### src/sv/htb_pkg.sv
`timescale 1ns / 1ps
// ----------------------------------------------------------------------------
// htb_pkg
// Shared widths, command kinds and the front-to-back command record.
// ----------------------------------------------------------------------------
package htb_pkg;

	localparam int MAX_SYMBOLS = 256;
	localparam int NODE_SLOTS  = 2 * MAX_SYMBOLS - 1;
	localparam int SYM_W       = 8;
	localparam int FREQ_W      = 24;
	localparam int CNT_W       = 32;
	localparam int NODE_W      = $clog2(NODE_SLOTS);
	localparam int SLOT_W      = $clog2(MAX_SYMBOLS);
	localparam int LOAD_W      = $clog2(MAX_SYMBOLS + 1);
	localparam int CODE_W      = 8;
	localparam int BIT_W       = $clog2(CODE_W);

	typedef enum logic {
		KIND_ENTRY = 1'b0,
		KIND_CODE  = 1'b1
	} cmd_kind_t;

	typedef struct packed {
		cmd_kind_t          kind;
		logic [SYM_W-1:0]   symbol;
		logic [FREQ_W-1:0]  frequency;
		logic               entry_last;
		logic [CODE_W-1:0]  code_byte;
	} cmd_t;

endpackage

### src/sv/htb_if.sv
`timescale 1ns / 1ps
// ----------------------------------------------------------------------------
// htb_if
// Input item channel and decoded result channel.
// ----------------------------------------------------------------------------
interface htb_item_if;
	logic       valid;
	logic       ready;
	logic       mode;
	logic [7:0] symbol;
	logic [23:0] frequency;
	logic       entry_last;
	logic [7:0] code_byte;

	modport source (output valid, mode, symbol, frequency, entry_last, code_byte,
		input ready);
	modport sink (input valid, mode, symbol, frequency, entry_last, code_byte,
		output ready);
endinterface


### src/sv/htb_front.sv
`timescale 1ns / 1ps
// ----------------------------------------------------------------------------
// htb_front
// Accept items, classify them as dictionary entry or code byte, and queue
// them in a two-entry FIFO for the back end.
// ----------------------------------------------------------------------------
module htb_front
	import htb_pkg::*;
(
	input  logic         clk,
	input  logic         arst_n,
	htb_item_if.sink     item,
	output logic         cmd_valid,
	output cmd_t         cmd,
	input  logic         cmd_ready
);

	cmd_t       fifo_q [2];
	logic       wr_ptr_q;
	logic       rd_ptr_q;
	logic [1:0] cnt_q;
	logic       push;
	logic       pop;
	cmd_t       cmd_in;

	assign item.ready = (cnt_q != 2'd2);
	assign push       = item.valid && item.ready;
	assign cmd_valid  = (cnt_q != 2'd0);
	assign pop        = cmd_valid && cmd_ready;
	assign cmd        = fifo_q[rd_ptr_q];

	always_comb begin
		cmd_in.kind       = item.mode ? KIND_CODE : KIND_ENTRY;
		cmd_in.symbol     = item.symbol;
		cmd_in.frequency  = item.frequency;
		cmd_in.entry_last = item.entry_last;
		cmd_in.code_byte  = item.code_byte;
	end

	always_ff @(posedge clk) begin
		if (push) begin
			fifo_q[wr_ptr_q] <= cmd_in;
		end
	end

	always_ff @(posedge clk or negedge arst_n) begin
		if (!arst_n) begin
			wr_ptr_q <= 1'b0;
			rd_ptr_q <= 1'b0;
			cnt_q    <= 2'd0;
		end else begin
			if (push) wr_ptr_q <= ~wr_ptr_q;
			if (pop)  rd_ptr_q <= ~rd_ptr_q;
			case ({push, pop})
				2'b10:   cnt_q <= cnt_q + 2'd1;
				2'b01:   cnt_q <= cnt_q - 2'd1;
				default: cnt_q <= cnt_q;
			endcase
		end
	end

endmodule

### src/flat_wrapper.sv
// flat-port wrapper written by rule: the top's interface ports become plain ports
module htb_front_flat import htb_pkg::*;
  (clk, arst_n, cmd_valid, cmd, cmd_ready, item_valid, item_mode, item_symbol, item_frequency, item_entry_last, item_code_byte, item_ready);
  htb_item_if item_i ();
  input  logic clk;
  input  logic arst_n;
  output logic cmd_valid;
  output cmd_t cmd;
  input  logic cmd_ready;
  input wire logic [$bits(item_i.valid)-1:0] item_valid;
  input wire logic [$bits(item_i.mode)-1:0] item_mode;
  input wire logic [$bits(item_i.symbol)-1:0] item_symbol;
  input wire logic [$bits(item_i.frequency)-1:0] item_frequency;
  input wire logic [$bits(item_i.entry_last)-1:0] item_entry_last;
  input wire logic [$bits(item_i.code_byte)-1:0] item_code_byte;
  output wire logic [$bits(item_i.ready)-1:0] item_ready;
  assign item_i.valid = item_valid;
  assign item_i.mode = item_mode;
  assign item_i.symbol = item_symbol;
  assign item_i.frequency = item_frequency;
  assign item_i.entry_last = item_entry_last;
  assign item_i.code_byte = item_code_byte;
  assign item_ready = item_i.ready;
  htb_front u_core (.clk(clk), .arst_n(arst_n), .item(item_i), .cmd_valid(cmd_valid), .cmd(cmd), .cmd_ready(cmd_ready));
endmodule
### config.mk
export PLATFORM = sky130hd
export DESIGN_NAME = htb_front_flat
export DESIGN_NICKNAME = d
export VERILOG_FILES = /design/src/sv/htb_pkg.sv /design/src/sv/htb_if.sv /design/src/sv/htb_front.sv /design/src/flat_wrapper.sv
export SDC_FILE = /design/constraint.sdc
export NUM_CORES = 1
export LEC_CHECK = 0
export CORE_ASPECT_RATIO = 1.5
export CORE_MARGIN = 4
export CORE_UTILIZATION = 62
export DETAILED_ROUTE_END_ITERATION = 12
export DONT_BUFFER_PORTS = 1
export GPL_TIMING_DRIVEN = 0
export HOLD_SLACK_MARGIN = 0.03
export PLACE_DENSITY_LB_ADDON = 0.1
export SLEW_MARGIN = 5
export SYNTH_ARGS = -nofsm -noshare
export SYNTH_HDL_FRONTEND = slang
export SYNTH_SLANG_ARGS = --single-unit
### constraint.sdc
create_clock -name clk -period 3.35 [get_ports clk]
set_input_delay 0.335 -clock clk [delete_from_list [all_inputs] [get_ports clk]]
set_output_delay 0.335 -clock clk [all_outputs]
set_load 0.02 [all_outputs]
Word-level counts from Yosys, hierarchy flattened
Memories as Yosys holds them, arrays and structs flattened.
Index checks and enable logic that the tools add are counted.
Cells by class
  multiplexer cells: 4
  reduce and logical (&&, ||, !) cells: 4
  bitwise operators: 2
  $add $sub $neg: 2
  eq/ne operators: 3
Operator list (number)
  $pmux 2 s2: 1
  $reduce_bool 2->1: 2
  $mux 1: 3
  $add 2x1->2 const B: 1
  $eq 2x1->1 const B: 1
  $eq 2x2->1 const B: 1
  $logic_and 1x1->1: 2
  $ne 2x2->1 const B: 1
  $not 1->1: 2
  $sub 2x1->2 const B: 1
Storage, ports and cells
  word-level logic and storage cells: 19
  memories: 1
  input port bits: 46
  output and inout bits: 44
  bits in writable memories: 84
  flip-flop bits (word level): 4
Memories
  u_core.fifo_q: words 2, width 42, rd ports 1, clocked after memory_dff 0, wr ports 1, RTL line htb_front.sv:18  | cmd_t fifo_q [2];

Depth between registers and ports, before layout
Gate-level depths: netlist of the first run.
  depth in word-level cells: 4
  gate-level depth with buffers: 6
  depth with buffers taken out: 6

Worst setup path after synthesis of the first run
No wires, ideal clock.
  kind: flip-flop to flip-flop
  from: register u_core.cnt_q[0]
  to: memory u_core.fifo_q[0][0] (netlist bit), enable pin
  cell stages (with the launch flop): 4
  data required time: 2.909 ns
  arrival: 2.573 ns
  period minus slack after synthesis: 3.015 ns
  library setup time: 0.441 ns
  buffers on the path: 0
  slack: 0.335 ns
  cell sequence: dfrtp_1 > nand2b_1 > nand2_1 > nor2_1
On the way
  word-level cells in the longest chain between the ends: 4
Ends and longest elaborated chain
  start, declared: RTL line htb_front.sv:21  | logic [1:0] cnt_q;
  start signal, assigned: RTL line htb_front.sv:55  | 2'b10: cnt_q <= cnt_q + 2'd1;
  start signal, assigned: RTL line htb_front.sv:56  | 2'b01: cnt_q <= cnt_q - 2'd1;
  start signal, assigned: RTL line htb_front.sv:57  | default: cnt_q <= cnt_q;
  $ne 2x2->1: RTL line htb_front.sv:26  | assign item.ready = (cnt_q != 2'd2);
  named net item_ready: RTL line flat_wrapper.sv:16  | output wire logic [$bits(item_i.ready)-1:0] item_ready;
  $logic_and 1x1->1: RTL line htb_front.sv:27  | assign push = item.valid && item.ready;
  $mux 1: RTL line htb_front.sv:41  | if (push) begin
  $mux 1 (not written as such): RTL line htb_front.sv:42  | fifo_q[wr_ptr_q] <= cmd_in;
  end, declared: RTL line htb_front.sv:18
The timed path passes the listed nets, and every way through them passes these cells.

Worst setup path after layout of the first run
  from: register u_core.cnt_q[0]
  to: memory u_core.fifo_q[0][2] (netlist bit), enable pin
Same word-level chain as after synthesis.

==> summary.md, run 1 <==
| Metric | Value |
|---|---|
| CORE AREA | 0.00512 mm2 |
| Bufs and invs on worst path | 1 |
| P&R area growth vs syn | 9.61% |
| Post-synthesis sequential area ratio | 80.6% |
| Crit path max-delay cell type | nor2_4 |
| Cell taking the most area after synthesis | edfxtp_1 |
| Setup bufs post-CTS | 0 |
| Final setup TNS | 0 ns |
| Post-Syn Instances | 148 |
| Routed Antenna Nets | 0 |
| Starting density of the core | 63.5% |
| Worst vdd ir | 516 uV |
| Drt via density | 5.56 |
| Reg power frac | 48.4% |
| Routability cong. | 0.582 |
| Delay-heaviest family, CP | simple AND/OR/NAND/NOR gates |
| Hold slack | 0.0889 ns |
| Antenna cell count | 0 |
| Met3 wire len | 476 um |
| Clock share of power | 17.5% |
| PortBufs | 0 |
| Final Setup Violations | 0 |
| DR vias | 1300 |
| Yosys reg bits | 88 |
| IO Pins | 90 |
| Cell variety after synth | 15 |
| Crit start category | flop |
| Largest net degree at the start of global routing | 24 |
| Num rows | 32 |
| CP required | 3.39 ns |
| WS Path Type | reg2reg |
| Post-synthesis mux area share | 14.8% |
| WHS Path Cells | 0 |
| WL met1 | 1.57 mm |
| Final Max Slew Viols | 0 |
| CTS H-tree lvls | 3 |
| Largest family of logic cells by synthesized area | multiplexers |
| Clock Latency Late Sink | 0.34 ns |
| Fin nets | 209 |
| Switching portion of total power | 33.2% |
| Crit. End Element | flop |
| Chip height | 96.7 um |
| Routed wl met2 | 2.61 mm |
| Number of synthesized flops with an enable pin | 84 |
| Worst Tran Pin Value | 0.621 ns |
| Pint | 0.00218 W |
| P_sw | 0.00109 W |
| Worst clock skew | 0.00637 ns |
| DR WL/cell | 20.4 um |
| Worst Path Max Fanout | 23 |
| Synthesized area | 0.00325 mm2 |
| FMAX | 0.493 GHz |
| Post-synthesis simple-gate area fraction | 1.19% |
| Global-route total usage across every layer | 16.0% |
| Post-synthesis net count | 195 |
| Fill cells | 345 |
| Fraction of the mapped netlist area in adder cells | 0.384% |
| Total grt overflow | 0 |
| Sink Count | 88 |
| Complex-gate fraction of the synthesized area | 0% |
| Top sig layer | met4 |
| RSZ-0062 raised after global routing | no |
| FF-to-FF path depth | 4 |
| Mean post-synth cell area | 22.0 um2 |
| Final hold violations | 0 |
| Initial antenna violation count | 0 |
| Dpl hpwl | 3.25 mm |
| CTS max path bufs | 2 |
| Critical path cell sequence | nand2b_1 -> nand2_1 -> nor2_4 -> buf_16 |
| Async SR Flop Fraction | 4.55% |
| Vias in the first global route | 1458 |
| Share of cells above drive strength 1 | 38.6% |
| Period Utilization, post-route | 60.5% |
| Post-Place Cells | 218 |
| Combinational fraction of design power | 34.1% |
| PD cells | 916 mW/mm2 |
| Most frequent cell after synthesis | edfxtp_1 |
| Final setup margin | 1.32 ns |
| Synth top area cells | edfxtp_1, mux2_2, dfrtp_1 |
| Most frequent cells after synthesis | edfxtp_1, mux2_2, buf_6 |
| Total of max-cap violations | 0 |
| Critical path depth in cells | 4 |
| Clock input transition at the sequential cells of the worst setup and hold paths | 0.08 ns |
| Die area | 0.00650 mm2 |
| Pre-Repair DR Iteration Count | 4 |
| Final min period | 2.03 ns |
| Ys flop type | edfxtp_1 |
| Yosys warnings | 0 |
| Yosys top cell area share | 77.5% |
| Post-Layout Cell Count | 234 |
| Initial drt markers | 29 |
| DRC violations left | 0 |
| Crit path DAT | 2.07 ns |
| Global-route wire length before repair | 7.20 mm |
| Hold crit path type | in2reg |
| Dpl ws | 1.33 ns |
| CTS tree | built |
| Synth Area in XOR/XNOR | 1.35% |
| Die W | 67.2 um |
| Root Driver | clkbuf_8 |
| Worst path max stage delay | 0.52 ns |
| Headroom to the max-slew limit | 58.5% |
| Num CTS Buffers | 9 |
| LEAKAGE | 1.18 nW |
| Outcome | finished, final reports clean |
| Routed WL | 4.77 mm |
power groups by stage:
stage / Combinational, W / Clock (W) / Sequential [W]
after floorplan: 0.000927 / 0 / 0.00159
after global placement: 0.00104 / 0 / 0.00160
after detailed placement: 0.00113 / 0 / 0.00160
after CTS: 0.00114 / 0.000595 / 0.00158
after global routing: 0.00118 / 0.000656 / 0.00160
final: 0.00111 / 0.000573 / 0.00158
state kept, by name (all words and copies together), names as in the netlist:
register and count:
u_core.wr_ptr_q 1, u_core.cnt_q 2, u_core.rd_ptr_q 1, u_core.fifo_q 84
kinds of logic after synthesis:
| kind of cell | Yosys count |
|---|---|
| xor gates and xnor gates | 5 |
| muxes | 42 |
| buffers and inverters | 5 |
| adders and majority gates | 1 |
| and+or+nand+nor | 7 |
| DFF | 88 |
final cells by class:
type,instances,area [um2],area share (%)
Sequential cell,88,2620,73.5
Multi-Input combinational cell,55,584,16.4
Clock buffer,11,131,3.68
Tap cell,68,85.1,2.39
Timing Repair Buffer,3,65.1,1.82
Buffer,5,56.3,1.58
Clock inverter,4,22.5,0.631
worst reg2reg max path: stages, from the launching register on:
cell and delay, ns:
dfrtp_1 0.44, nand2b_1 0.31, nand2_1 0.20, nor2_4 0.52, buf_16 0.25
timing repair:
item | 4_1_cts | 5_1_grt
hold buffers | 1 | 0
endpoints found under the hold margin | 4 | 0
endpoints found under the setup margin | 0 | 0
gates resized for setup | 0 | 0
layout by cell type, fill, tap and decap left out:
cell           count
dlygate4sd3_1      1
buf_16             2
clkbuf_8           9
nor2_1             1
mux2_2            39
or2_1              1
edfxtp_1          84
nand2_1            1
and3_2             1
ha_1               1
nor2_4             1
nand2b_1           1
xor2_1             2
clkbuf_1           2
buf_6              5
clkinvlp_4         1
and2_4             1
dfrtp_1            4
mux2_4             2
clkinv_2           3
xnor2_1            3
mux2_1             1
stage by stage:
step	cell area (um2)	util (%)	power [W]
2_1_floorplan	3250	-	0.00251
3_3_place_gp	3340	65.2	0.00264
3_5_place_dp	3400	66.4	0.00273
4_1_cts	3570	69.6	0.00331
5_1_grt	3570	69.6	0.00343
6_report	3570	69.6	0.00327
layer usage:
layer	vias up	track usage, %
met3	10	7.20
met5	-	0
met4	0	8.44
met2	64	27.0
li1	602	-
met1	624	15.7
final timing paths:
check | start | end | slack, ns
worst max-delay path | u_core.cnt_q[0]$_DFFE_PN0P_ | u_core.fifo_q[0][2]$_DFFE_PP_ | 1.32
worst min-delay path | item_frequency[12] | u_core.fifo_q[0][21]$_DFFE_PP_ | 0.09
worst max register to register | u_core.cnt_q[0]$_DFFE_PN0P_ | u_core.fifo_q[0][2]$_DFFE_PP_ | 1.32
worst min register to register | u_core.cnt_q[1]$_DFFE_PN0P_ | u_core.cnt_q[1]$_DFFE_PN0P_ | 0.53
max in group asynchronous | arst_n | u_core.rd_ptr_q$_DFFE_PN0P_ | 2.91
min in group asynchronous | arst_n | u_core.cnt_q[0]$_DFFE_PN0P_ | 0.26
(Power assumes the default switching activity.)
==> inputs of run 2 (changes only) <==
==> constraint.sdc (replaced) <==
create_clock -name clk -period 2.15 [get_ports clk]
set_input_delay 0.215 -clock clk [delete_from_list [all_inputs] [get_ports clk]]
set_output_delay 0.215 -clock clk [all_outputs]
set_load 0.02 [all_outputs]
==> summary.md, run 2 (synthesis results as in run 1) <==
| Metric | Value |
|---|---|
| WS Path Type | reg2reg |
| DRC violations left | 0 |
| Die area | 0.00650 mm2 |
| Global-route total usage across every layer | 17.4% |
| PortBufs | 0 |
| Routed Antenna Nets | 0 |
| Drt via density | 5.42 |
| Clock share of power | 21.8% |
| Most frequent cells in the layout | edfxtp_1, dlygate4sd3_1, mux2_2, clkbuf_8, buf_6 |
| Num CTS Buffers | 9 |
| Final Setup Violations | 0 |
| Final Max Slew Viols | 0 |
| Clock Latency Late Sink | 0.33 ns |
| Dpl ws | -0.0707 ns |
| Final min period | 1.99 ns |
| Crit path max-delay cell type | and3_2 |
| PD cells | 1340 mW/mm2 |
| Crit path launch | u_core.cnt_q[0]$_DFFE_PN0P_ |
| Headroom to the max-slew limit | 36.7% |
| Reg power frac | 45.9% |
| Initial drt markers | 52 |
| Largest register FFs | 84 |
| Setup crit end | u_core.fifo_q[1][12]$_DFFE_PP_ |
| CTS tree | built |
| Pint | 0.00364 W |
| Worst clock skew | 0.00508 ns |
| CP required | 2.11 ns |
| Crit path DAT | 1.95 ns |
| Chip height | 96.7 um |
| Final Instance Area | 0.00401 mm2 |
| Bufs and invs on worst path | 0 |
| R2r endpoint | u_core.fifo_q[1][12]$_DFFE_PP_ |
| Critical path cell sequence | nand2b_1 -> and3_2 |
| Clock input transition at the sequential cells of the worst setup and hold paths | 0.08 ns |
| Critical path depth in cells | 2 |
| Crit start category | flop |
| Period Utilization, post-route | 92.6% |
| Total of max-cap violations | 0 |
| FF-to-FF path depth | 2 |
| Largest net degree at the start of global routing | 43 |
| Worst vdd ir | 1300 uV |
| Root Driver | clkbuf_8 |
| Starting density of the core | 63.5% |
| Sink Count | 88 |
| P_sw | 0.00175 W |
| Worst Tran Pin Value | 0.950 ns |
| DR WL/cell | 18.7 um |
| Routed WL | 5.17 mm |
| Antenna cell count | 0 |
| RSZ-0062 raised after global routing | no |
| Die W | 67.2 um |
| Top reg by flops | u_core.fifo_q |
| DR vias | 1497 |
| P&R area growth vs syn | 23.2% |
| Routability cong. | 0.632 |
| Largest regs | u_core.fifo_q x84, u_core.cnt_q x2 |
| CORE AREA | 0.00512 mm2 |
| LEAKAGE | 1.37 nW |
| IO Pins | 90 |
| Delay-heaviest family, CP | simple AND/OR/NAND/NOR gates |
| Vias in the first global route | 1602 |
| Worst path max stage delay | 0.87 ns |
| Total grt overflow | 0 |
| Worst Path Max Fanout | 42 |
| Final setup TNS | 0 ns |
| Initial antenna violation count | 0 |
| Switching portion of total power | 32.4% |
| Final setup margin | 0.160 ns |
| Most common cell after layout, fill and taps aside | edfxtp_1 |
| Hold crit path type | in2reg |
| Dpl hpwl | 3.21 mm |
| Share of cells above drive strength 1 | 31.3% |
| Fin nets | 250 |
| CTS max path bufs | 2 |
| Flop2flop setup slack | 0.16 ns |
| CTS H-tree lvls | 3 |
| FF-to-FF Start | u_core.cnt_q[0]$_DFFE_PN0P_ |
| Combinational fraction of design power | 32.2% |
| Power after layout | 0.00539 W |
| Global-route wire length before repair | 7.96 mm |
| Outcome | finished, final reports clean |
| Crit. End Element | flop |
| Final hold violations | 0 |
| Num rows | 32 |
| Dpl cell area | 0.00335 mm2 |
| FMAX | 0.502 GHz |
| Setup bufs post-CTS | 0 |
| WHS Path Cells | 2 |
| Pre-Repair DR Iteration Count | 4 |
[run 2: cell count changes in the layout (fill, tap and decap cells not counted), sizes merged, moves of 2 or more]
cell,before,now
buf,7,5
bufinv,0,2
clkbuf,11,9
dlygate4sd3,1,43
[run 2: layout make-up]
type	count	area, um2
buffer	5	56.3
sequential	88	2620
fill	303	1120
timing repair buffer	43	430
clock buffer	9	124
multi-input combinational	56	596
clock inverter	7	95.1
tap	68	85.1
[run 2: power groups by stage]
| stage | clock (W) | combinational, W | sequential [W] |
|---|---|---|---|
| finish | 0.00118 | 0.00174 | 0.00247 |
| global route | 0.00131 | 0.00184 | 0.00250 |
| CTS | 0.00121 | 0.00177 | 0.00248 |
| detailed placement | 0 | 0.00167 | 0.00251 |
| global placement | 0 | 0.00164 | 0.00248 |
| floorplan | 0 | 0.00145 | 0.00246 |
[run 2: per-layer routing]
metal	share of wire, %	vias up	global-route usage [%]
met3	8.2	8	6.39
met1	33	733	18.4
met5	0	-	0
met2	58	68	30.6
met4	1.4	0	6.09
li1	-	688	-
[run 2: worst min-delay path by stage]
stage | from | end
after floorplan | arst_n | u_core.cnt_q[0]$_DFFE_PN0P_
after global placement | arst_n | u_core.wr_ptr_q$_DFFE_PN0N_
after detailed placement | arst_n | u_core.wr_ptr_q$_DFFE_PN0N_
after CTS | cmd_ready | u_core.rd_ptr_q$_DFFE_PN0P_
after global routing | cmd_ready | u_core.rd_ptr_q$_DFFE_PN0P_
final | cmd_ready | u_core.rd_ptr_q$_DFFE_PN0P_
[run 2: through the flow]
step | utilization (%) | std cells | hold slack (ns)
floorplan | - | 148 | -0.0806
global placement | 65.3 | 216 | -0.0805
detailed placement | 65.3 | 216 | -0.0805
CTS | 78.2 | 276 | 0.0875
global route | 78.2 | 276 | 0.0917
finish | 78.2 | 276 | 0.0950
[run 2: timing repair]
action | CTS | global route
hold buffers | 43 | 0
endpoints found under the setup margin | 42 | 0
resized for setup | 1 | 0
hold endpoints to repair | 88 | 0
